--- config.mk ---
export PLATFORM = sky130hd
export DESIGN_NAME = cbs_ctrl
export DESIGN_NICKNAME = d
export VERILOG_FILES = /design/src/rtl/cbs_pkg.sv /design/src/rtl/cbs_ctrl.sv
export SDC_FILE = /design/constraint.sdc
export NUM_CORES = 1
export LEC_CHECK = 0
export ABC_AREA = 1
export BUFFER_PORTS_ARGS = -buffer_cell sky130_fd_sc_hd__buf_2
export CORE_AREA = 2 2 39 41
export DETAILED_ROUTE_END_ITERATION = 10
export DIE_AREA = 0 0 41 43
export SYNTH_ARGS = -nofsm -noshare
export SYNTH_HDL_FRONTEND = slang
export SYNTH_SLANG_ARGS = --single-unit
--- constraint.sdc ---
create_clock -name clock -period 1.1 [get_ports clock]
set_input_delay 0.165 -clock clock [delete_from_list [all_inputs] [get_ports clock]]
set_output_delay 0.165 -clock clock [all_outputs]
set_load 0.02 [all_outputs]
--- src/rtl/cbs_pkg.sv ---
`default_nettype none

package cbs_pkg;

   // controller states
   typedef enum logic [1:0] {
      ST_IDLE  = 2'd0,
      ST_LOAD  = 2'd1,
      ST_RUN   = 2'd2,
      ST_SHIFT = 2'd3
   } ctrl_state_type;

   // which four points make up the segment being sampled
   typedef enum logic [1:0] {
      SEG_START = 2'd0,
      SEG_MID   = 2'd1,
      SEG_END   = 2'd2
   } seg_kind_type;

   // controller to datapath
   typedef struct packed {
      logic         capture;   // latch the incoming point
      logic         load_seg;  // copy segment points, restart u
      seg_kind_type seg_kind;
      logic         issue;     // launch one sample into the pipeline
      logic         end_flag;  // sample belongs to the end segment
      logic         last_flag; // sample is the last of the item's run
      logic         shift;     // push incoming point into history
   } cbs_cmd_type;

   // datapath to controller
   typedef struct packed {
      logic adv;      // pipeline moves this cycle
      logic seg_free; // no sample still waiting for the segment points
      logic seg_last; // the sample at u now is the last of its segment
   } cbs_status_type;

endpackage

`default_nettype wire

--- src/rtl/cbs_ctrl.sv ---
`default_nettype none

module cbs_ctrl
   import cbs_pkg::*;
(
   input  wire logic           clock,
   input  wire logic           reset,
   input  wire logic           req_valid,
   input  wire logic           req_last_point,
   output logic                req_stall,
   input  wire cbs_status_type status,
   output cbs_cmd_type         cmd
);

   ctrl_state_type state_ff, state_in;
   seg_kind_type   kind_ff, kind_in;
   logic [1:0]     seen_ff, seen_in;
   logic           last_ff, last_in;
   logic           has_end_ff, has_end_in;
   logic           more_seg;

   // an end segment still follows the one being sampled
   assign more_seg = has_end_ff && (kind_ff != SEG_END);

   always_comb begin : next_state
      state_in   = state_ff;
      kind_in    = kind_ff;
      seen_in    = seen_ff;
      last_in    = last_ff;
      has_end_in = has_end_ff;
      unique case (state_ff)
         ST_IDLE: begin
            if (req_valid) begin
               last_in    = req_last_point;
               has_end_in = req_last_point && (seen_ff >= 2'd2);
               kind_in    = (seen_ff == 2'd2) ? SEG_START : SEG_MID;
               state_in   = (seen_ff >= 2'd2) ? ST_LOAD : ST_SHIFT;
            end
         end
         ST_LOAD: begin
            if (status.seg_free) begin
               state_in = ST_RUN;
            end
         end
         ST_RUN: begin
            if (status.adv && status.seg_last) begin
               if (more_seg) begin
                  kind_in  = SEG_END;
                  state_in = ST_LOAD;
               end else begin
                  state_in = ST_SHIFT;
               end
            end
         end
         ST_SHIFT: begin
            state_in = ST_IDLE;
            if (last_ff) begin
               seen_in = 2'd0;
            end else if (seen_ff != 2'd3) begin
               seen_in = seen_ff + 2'd1;
            end
         end
         default: begin
            state_in = ST_IDLE;
         end
      endcase
   end

   always_comb begin : outputs
      req_stall     = (state_ff != ST_IDLE);
      cmd.capture   = (state_ff == ST_IDLE) && req_valid;
      cmd.load_seg  = (state_ff == ST_LOAD) && status.seg_free;
      cmd.seg_kind  = kind_ff;
      cmd.issue     = (state_ff == ST_RUN) && status.adv;
      cmd.end_flag  = (kind_ff == SEG_END);
      cmd.last_flag = status.seg_last && !more_seg;
      cmd.shift     = (state_ff == ST_SHIFT);
   end

   always_ff @(posedge clock) begin
      if (reset) begin
         state_ff   <= ST_IDLE;
         kind_ff    <= SEG_MID;
         seen_ff    <= 2'd0;
         last_ff    <= 1'b0;
         has_end_ff <= 1'b0;
      end else begin
         state_ff   <= state_in;
         kind_ff    <= kind_in;
         seen_ff    <= seen_in;
         last_ff    <= last_in;
         has_end_ff <= has_end_in;
      end
   end

endmodule

`default_nettype wire

==> Word level (Yosys, flattened, before mapping) <==
Cells that the tools add are included.
Widths: inputs -> output; s select.
{ "op_classes": {"order_cmp": 1, "n_addsub": 1, "n_eq_ne": 11, "reduce_logical": 16, "muxes": 13} }
{ "ops": {"columns": ["operator", "n"], "rows": [
  ["$mux 2", 10],
  ["$ne 2x2->1 const B", 6],
  ["$eq 2x2->1 const B", 4],
  ["$pmux 2 s4", 1],
  ["$logic_and 1x1->1", 7],
  ["$reduce_bool 2->1", 3],
  ["$pmux 2 s2", 1],
  ["$reduce_and 2->1", 2],
  ["$reduce_and 4->1", 1],
  ["$reduce_and 3->1", 1],
  ["$add 2x1->2 const B", 1],
  ["$eq 2x1->1 const B", 1],
  ["$ge 2x2->1 const B", 1],
  ["$logic_not 2->1", 1],
  ["$logic_not 1->1", 1],
  ["$mux 1", 1]
]} }
{ "word_totals": {"ff_bits": 8, "output_inout_bits": 9, "input_bits": 7, "word_cells": 47} }

==> Logic depth before layout (Yosys ltp) <==
Gate-level depths: netlist of the first run.
{ "depth": {"word_depth": 5, "depth_mapped": 8, "mapped_depth_nobuf": 8} }

==> Worst setup path after synthesis of the first run <==
Ideal clock, no wire load.
{ "synth_path": {"kind": "flip-flop to output port", "start": "reg kind_ff[1]", "end": "out cmd[1] in the netlist's numbering", "path_buffers": 0, "required_time_ns": 0.935, "arrival_ns": 1.082, "path_stages_with_launch": 3, "slack_ns": -0.147, "path_cell_list": "dfxtp_1 > nand2_1 > a21boi_0"} }
{ "synth_lines": {"columns": ["element", "line_no", "text"], "rows": [
  ["start, declared", "cbs_ctrl.sv:16", "seg_kind_type kind_ff, kind_in;"],
  ["start signal, assigned", "cbs_ctrl.sv:89", "kind_ff <= kind_in;"],
  ["end, declared", "cbs_ctrl.sv:12", "output cbs_cmd_type cmd"]
]} }

==> results of run 1 <==
[where the power goes]
| part | switching, W | leakage [nW] | total (W) | internal (W) |
|---|---|---|---|---|
| Combinational | 0.000383 | 0.304 | 0.000706 | 0.000323 |
| Clock | 0.000108 | 0.0138 | 0.000233 | 0.000125 |
| Sequential | 0.0000839 | 0.0678 | 0.000453 | 0.000369 |
| Total | 0.000575 | 0.386 | 0.00139 | 0.000818 |
[metal layers]
layer / share of wire / GRT usage
met5: 0 / 0
met4: 0.020 / 0.0800
met3: 0.063 / 0.0314
met2: 0.47 / 0.203
met1: 0.45 / 0.156
[registers in the layout (all words and copies together), names as in the netlist]
name,count
kind_ff,2
seen_ff,2
state_ff,2
has_end_ff,1
last_ff,1
[layout make-up]
type | instances | area (um2)
Inverter | 16 | 62.6
Timing Repair Buffer | 22 | 160
Tap cell | 16 | 20.0
Fill cell | 143 | 642
Sequential cell | 8 | 173
Clock buffer | 3 | 22.5
Multi-Input combinational cell | 48 | 304
[worst register-to-register path: stages, from the launching register on]
cell and delay, ns:
dfxtp_4 0.38, inv_4 0.04, buf_4 0.13, nor2_4 0.11
nand2_2 0.08, nand2_2 0.07, inv_2 0.04, nand2_2 0.07
nand2_1 0.05, nand2_1 0.05
[cell usage after synthesis (all sizes together)]
cell type,number
nand2,22
inv,16
dfxtp,8
nor2,7
a21oi,6
o21ai,4
ha,2
nand3,2
a211oi,1
a21boi,1
buf,1
nor3,1
nor3b,1
o21bai,1
[final timing paths]
path / from / to
min reg2reg: kind_ff[0] / kind_ff[0]
max: state_ff[1] / cmd[7]
max reg2reg: state_ff[1] / kind_ff[0]
min: reset / state_ff[1]
[timing repair]
action,CTS,global route
pin swaps,3,6
setup buffers,3,3
resized for setup,19,15
endpoints found under the setup margin,9,12
[through the flow]
stage | std cells | TNS, ns
6_report | 113 | -0.172
5_1_grt | 113 | -0.609
4_1_cts | 110 | -0.223
3_5_place_dp | 104 | -0.00689
3_3_place_gp | 104 | -0.0442
2_1_floorplan | 73 | 0
[kinds of logic after synthesis]
group / Yosys count
fa+ha+maj: 2
simple gates: 33
compound gates: 13
buf+inv: 17
flops: 8
==> impl_metrics.json, run 1 <==
{
  "status": "finished with violations",
  "violations": "setup timing",
  "rrSetupSlack_ns": 0.02,
  "period_share": 1.05,
  "start_util": 0.357,
  "synth-seq-cells": 8,
  "cts_hold_buffers": 0,
  "place_ws_ns": -0.00689,
  "grt_first_pass_wirelength_um": 1580,
  "antenna_found_initial": 0,
  "die-area_mm2": 0.00176,
  "synth.area.top_cells": "dfxtp_1 (32%), nand2_1 (13%), inv_1 (9.9%)",
  "rr_worst_depth": 9,
  "syn_area_per_cell_um2": 6.77,
  "hold_path_class": "input pin to flop",
  "die_y_um": 43,
  "crit_path_end_kind": "output pin",
  "clk_latency_ns": 0.26,
  "io_buffer_count": 15,
  "timing.fmax_mhz": 868,
  "final_cell_mix": "nand2_1 (15), inv_1 (10), buf_4 (10), buf_2 (8), nand2_2 (6)",
  "worstSetupPathType": "flop to output pin",
  "cts.sinks": 8,
  "hold_path_depth": 2,
  "crit_required_ns": 0.94,
  "ctsHtreeMaxLevel": 1,
  "via_count": 488,
  "postRouteAntennaNets": 0,
  "floorplan.rows": 14,
  "num_antenna_cells": 0,
  "power.density_mw_per_mm2": 1880,
  "holdWs_ns": 0.118,
  "synth_area_um2": 494,
  "synthMuxAreaShare": 0,
  "final_nets": 108,
  "dr.pass1.iters": 4,
  "root_buffer": "clkbuf_4",
  "worstMarginPinSlew_ns": 0.191,
  "synth-adder-area-share": 0.0506,
  "cts_tree": "built",
  "placed_area_um2": 591,
  "worst_slack_ns": -0.0518,
  "leakage_nw": 0.386,
  "yosysTopAreaCell": "dfxtp_1",
  "wl_per_cell_um": 9.11,
  "cap_violations": 0,
  "ios": 16,
  "worstPathArrival_ns": 0.99,
  "ys_seq_area_frac": 0.324,
  "area_growth_pct": 50.1,
  "detail_route.iter0.violations": 1,
  "cts.path.max_buffers": 2,
  "rsz0062_at_grt": "yes",
  "cp_top_family": "flip-flops",
  "syn_inst": 73,
  "vias_per_cell": 4.32,
  "skew_ns": 0.00226,
  "crit_chain": "nor2_4 -> nand2_2 -> inv_2 -> buf_6",
  "design_area_um2": 742,
  "finalHoldViolations": 0,
  "gp_congestion": 0.713,
  "crit_cells": 4,
  "total_power_w": 0.00139,
  "grt_max_degree": 8,
  "synth.top_cell.area_share": 0.324,
  "critPathBufInv": 2,
  "coreArea_mm2": 0.00138,
  "dieWidth_um": 41,
  "synthSimpleGateAreaFrac": 0.327,
  "synth.distinct_cells": 20,
  "cts_buffers": 3,
  "drc": 0,
  "final_common_cell": "nand2_1",
  "grt_overflow": 0,
  "maxSlewViolCount": 0,
  "cp-start-kind": "flop",
  "cpPeakStageDelay_ns": 0.37,
  "drt_wl_total_um": 1030,
  "path_clk_slew_ns": 0.06,
  "crit_slowest_cell": "dfxtp_4",
  "yosysWarnings": 0,
  "irDropWorstVdd_mv": 0.963,
  "synth_xor_xnor_area_share": 0,
  "syn_nets": 82,
  "relSlewSlack": 0.872,
  "finalCriticalPeriod_ns": 1.15,
  "setup_viol": 5,
  "synth_compound_area_frac": 0.154,
  "postLayoutCoreUtil": 0.536,
  "globalRouteTotalUtil": 0.132,
  "dp_hpwl_um": 741,
  "grt_pass1_vias": 411,
  "drive_above_1_share": 0.567,
  "critPathMaxFanout": 4,
  "synth_top_family_by_area": "simple AND/OR/NAND/NOR gates"
}
Note: power is estimated with default switching activity, not from simulation.
==> run 2: changes to the inputs <==
--- a/config.mk
+++ b/config.mk
@@ -10,6 +10,7 @@
 export CORE_AREA = 2 2 39 41
 export DETAILED_ROUTE_END_ITERATION = 10
 export DIE_AREA = 0 0 41 43
+export SETUP_SLACK_MARGIN = 0.15
 export SYNTH_ARGS = -nofsm -noshare
 export SYNTH_HDL_FRONTEND = slang
 export SYNTH_SLANG_ARGS = --single-unit
==> run 2 against run 1 <==
  * The flow still finishes with violations (setup timing)
  * Worst hold slack improved by 0.028 ns
  * Maximum frequency fell by 1.5%
  * Wire length rose by 31%
  * Clock skew rose by 0.0066 ns
  * Clock power barely moved
  * First-iteration DRC count rose to 4.0 times the previous value
  * Sequential share of layout area fell by 2.6 points
  * Clock-buffer cell count did not move
  * Combinational power rose by 32%
  * Highest routed layer unchanged
  * Power rose by 17%
  * Worst setup slack got worse by 0.017 ns
  * Cell area rose by 16%
==> impl_metrics.json, run 2 (synthesis gave the netlist of run 1 again) <==
{
  "globalRouteTotalUtil": 0.174,
  "hold_path_depth": 2,
  "antenna_found_initial": 0,
  "leakage_nw": 0.428,
  "skew_ns": 0.00890,
  "grt_first_pass_wirelength_um": 2010,
  "detail_route.iter0.violations": 4,
  "drive_above_1_share": 0.706,
  "fill_cells": 143,
  "r2r_start": "state_ff[0]",
  "drt_wl_total_um": 1350,
  "violations": "setup timing",
  "start_util": 0.357,
  "gp_congestion": 0.678,
  "rr_endpoint": "kind_ff[0]",
  "rsz0062_at_grt": "yes",
  "rr_worst_depth": 8,
  "grt_overflow": 0,
  "final_common_cell": "buf_4",
  "final_cell_mix": "buf_4 (12), nand2_2 (11), nand2_1 (9), buf_6 (9), inv_1 (8)",
  "path_clk_slew_ns": 0.05,
  "postRouteAntennaNets": 0,
  "num_antenna_cells": 0,
  "irDropWorstVdd_mv": 0.984,
  "critPathMaxFanout": 4,
  "multi_input_area_um2": 357,
  "cap_violations": 0,
  "cts.sinks": 8,
  "setup_viol": 5,
  "grt_max_degree": 9,
  "finalHoldViolations": 0,
  "status": "finished with violations",
  "cts_hold_buffers": 0,
  "hold_path_class": "input pin to flop",
  "clk_latency_ns": 0.26,
  "crit_chain": "nor2_4 -> nand2_4 -> inv_2 -> buf_6",
  "die_y_um": 43,
  "cpPeakStageDelay_ns": 0.36,
  "cts_tree": "built",
  "final_nets": 113,
  "drc": 0,
  "wl_per_cell_um": 11.4,
  "seqCellArea_um2": 178,
  "dieWidth_um": 41,
  "finalCriticalPeriod_ns": 1.17,
  "crit_path_end_kind": "output pin",
  "hold_path_end": "state_ff[1]",
  "via_count": 551,
  "worst_slack_ns": -0.0688,
  "vias_per_cell": 4.67,
  "grt_pass1_vias": 501,
  "worstSetupPathType": "flop to output pin",
  "postLayoutCoreUtil": 0.622,
  "die-area_mm2": 0.00176,
  "worstMarginPinSlew_ns": 0.229,
  "area_growth_pct": 74.2,
  "timing.fmax_mhz": 856,
  "io_buffer_count": 15,
  "crit_slowest_cell": "dfxtp_4",
  "cp-start-kind": "flop",
  "hold_start": "reset",
  "floorplan.rows": 14,
  "power.density_mw_per_mm2": 1890,
  "dp_hpwl_um": 832,
  "worstPathArrival_ns": 1.00,
  "reg_top3": "kind_ff: 2 flops, seen_ff: 2 flops, state_ff: 2 flops",
  "root_buffer": "clkbuf_4",
  "ios": 16,
  "period_share": 1.06,
  "ctsHtreeMaxLevel": 1,
  "relSlewSlack": 0.847,
  "total_power_w": 0.00163,
  "cts.path.max_buffers": 2,
  "dr.pass1.iters": 3,
  "cts_buffers": 3,
  "coreArea_mm2": 0.00138,
  "crit_required_ns": 0.94,
  "maxSlewViolCount": 0,
  "finalSetupTns_ns": -0.189,
  "rrSetupSlack_ns": 0,
  "holdWs_ns": 0.146
}
## run 2: cell types whose count changed in the layout (fill, tap and decap cells not counted), sizes merged
cell	delta
buf	+5
## run 2: worst max-delay path, delay by kind of cell (launching register included)
| family | cells | cell delay, ns |
|---|---|---|
| flops | 1 | 0.36 |
| simple gates | 2 | 0.22 |
| buf+inv | 2 | 0.16 |
## run 2: per-stage QoR
step	worst slack, ns	std cells	area (um2)
detailed placement	0.0138	103	606
finish	-0.0688	118	861
CTS	-0.0700	116	791
global placement	0.0110	103	606
global route	-0.107	118	861
floorplan	0.124	73	522
## run 2: how the worst max path moves through the flow
stage                           start     endpoint  depth (start not counted)
after floorplan           state_ff[1]       cmd[3]                          2
after global placement     seen_ff[0]  state_ff[1]                          7
after detailed placement   seen_ff[0]  state_ff[1]                          7
after CTS                 state_ff[1]       cmd[3]                          3
after global routing      state_ff[1]       cmd[7]                          4
final                     state_ff[1]       cmd[7]                          4
## run 2: power breakdown
group	total, W	leakage [nW]	internal, W	switching [W]
logic	0.000931	0.346	0.000455	0.000476
clock network	0.000235	0.0138	0.000126	0.000110
registers	0.000463	0.0684	0.000373	0.0000903
## run 2: layout make-up
type / instances / area share
sequential: 8 / 0.206
inverter: 16 / 0.0727
multi-input combinational: 48 / 0.414
clock buffer: 3 / 0.0262
tap: 16 / 0.0233
timing repair buffer: 27 / 0.257
## run 2: routing by layer
metal  track usage  part of all wire
met1         0.178              0.35
met2         0.300              0.57
met3        0.0366             0.056
met4         0.100             0.019
met5             0                 0
## run 2: what timing repair did
action / 4_1_cts / 5_1_grt
resized for setup: 33 / 16
endpoints found under the setup margin: 15 / 17
buffers inserted: 10 / 2
pin swaps: 7 / 9
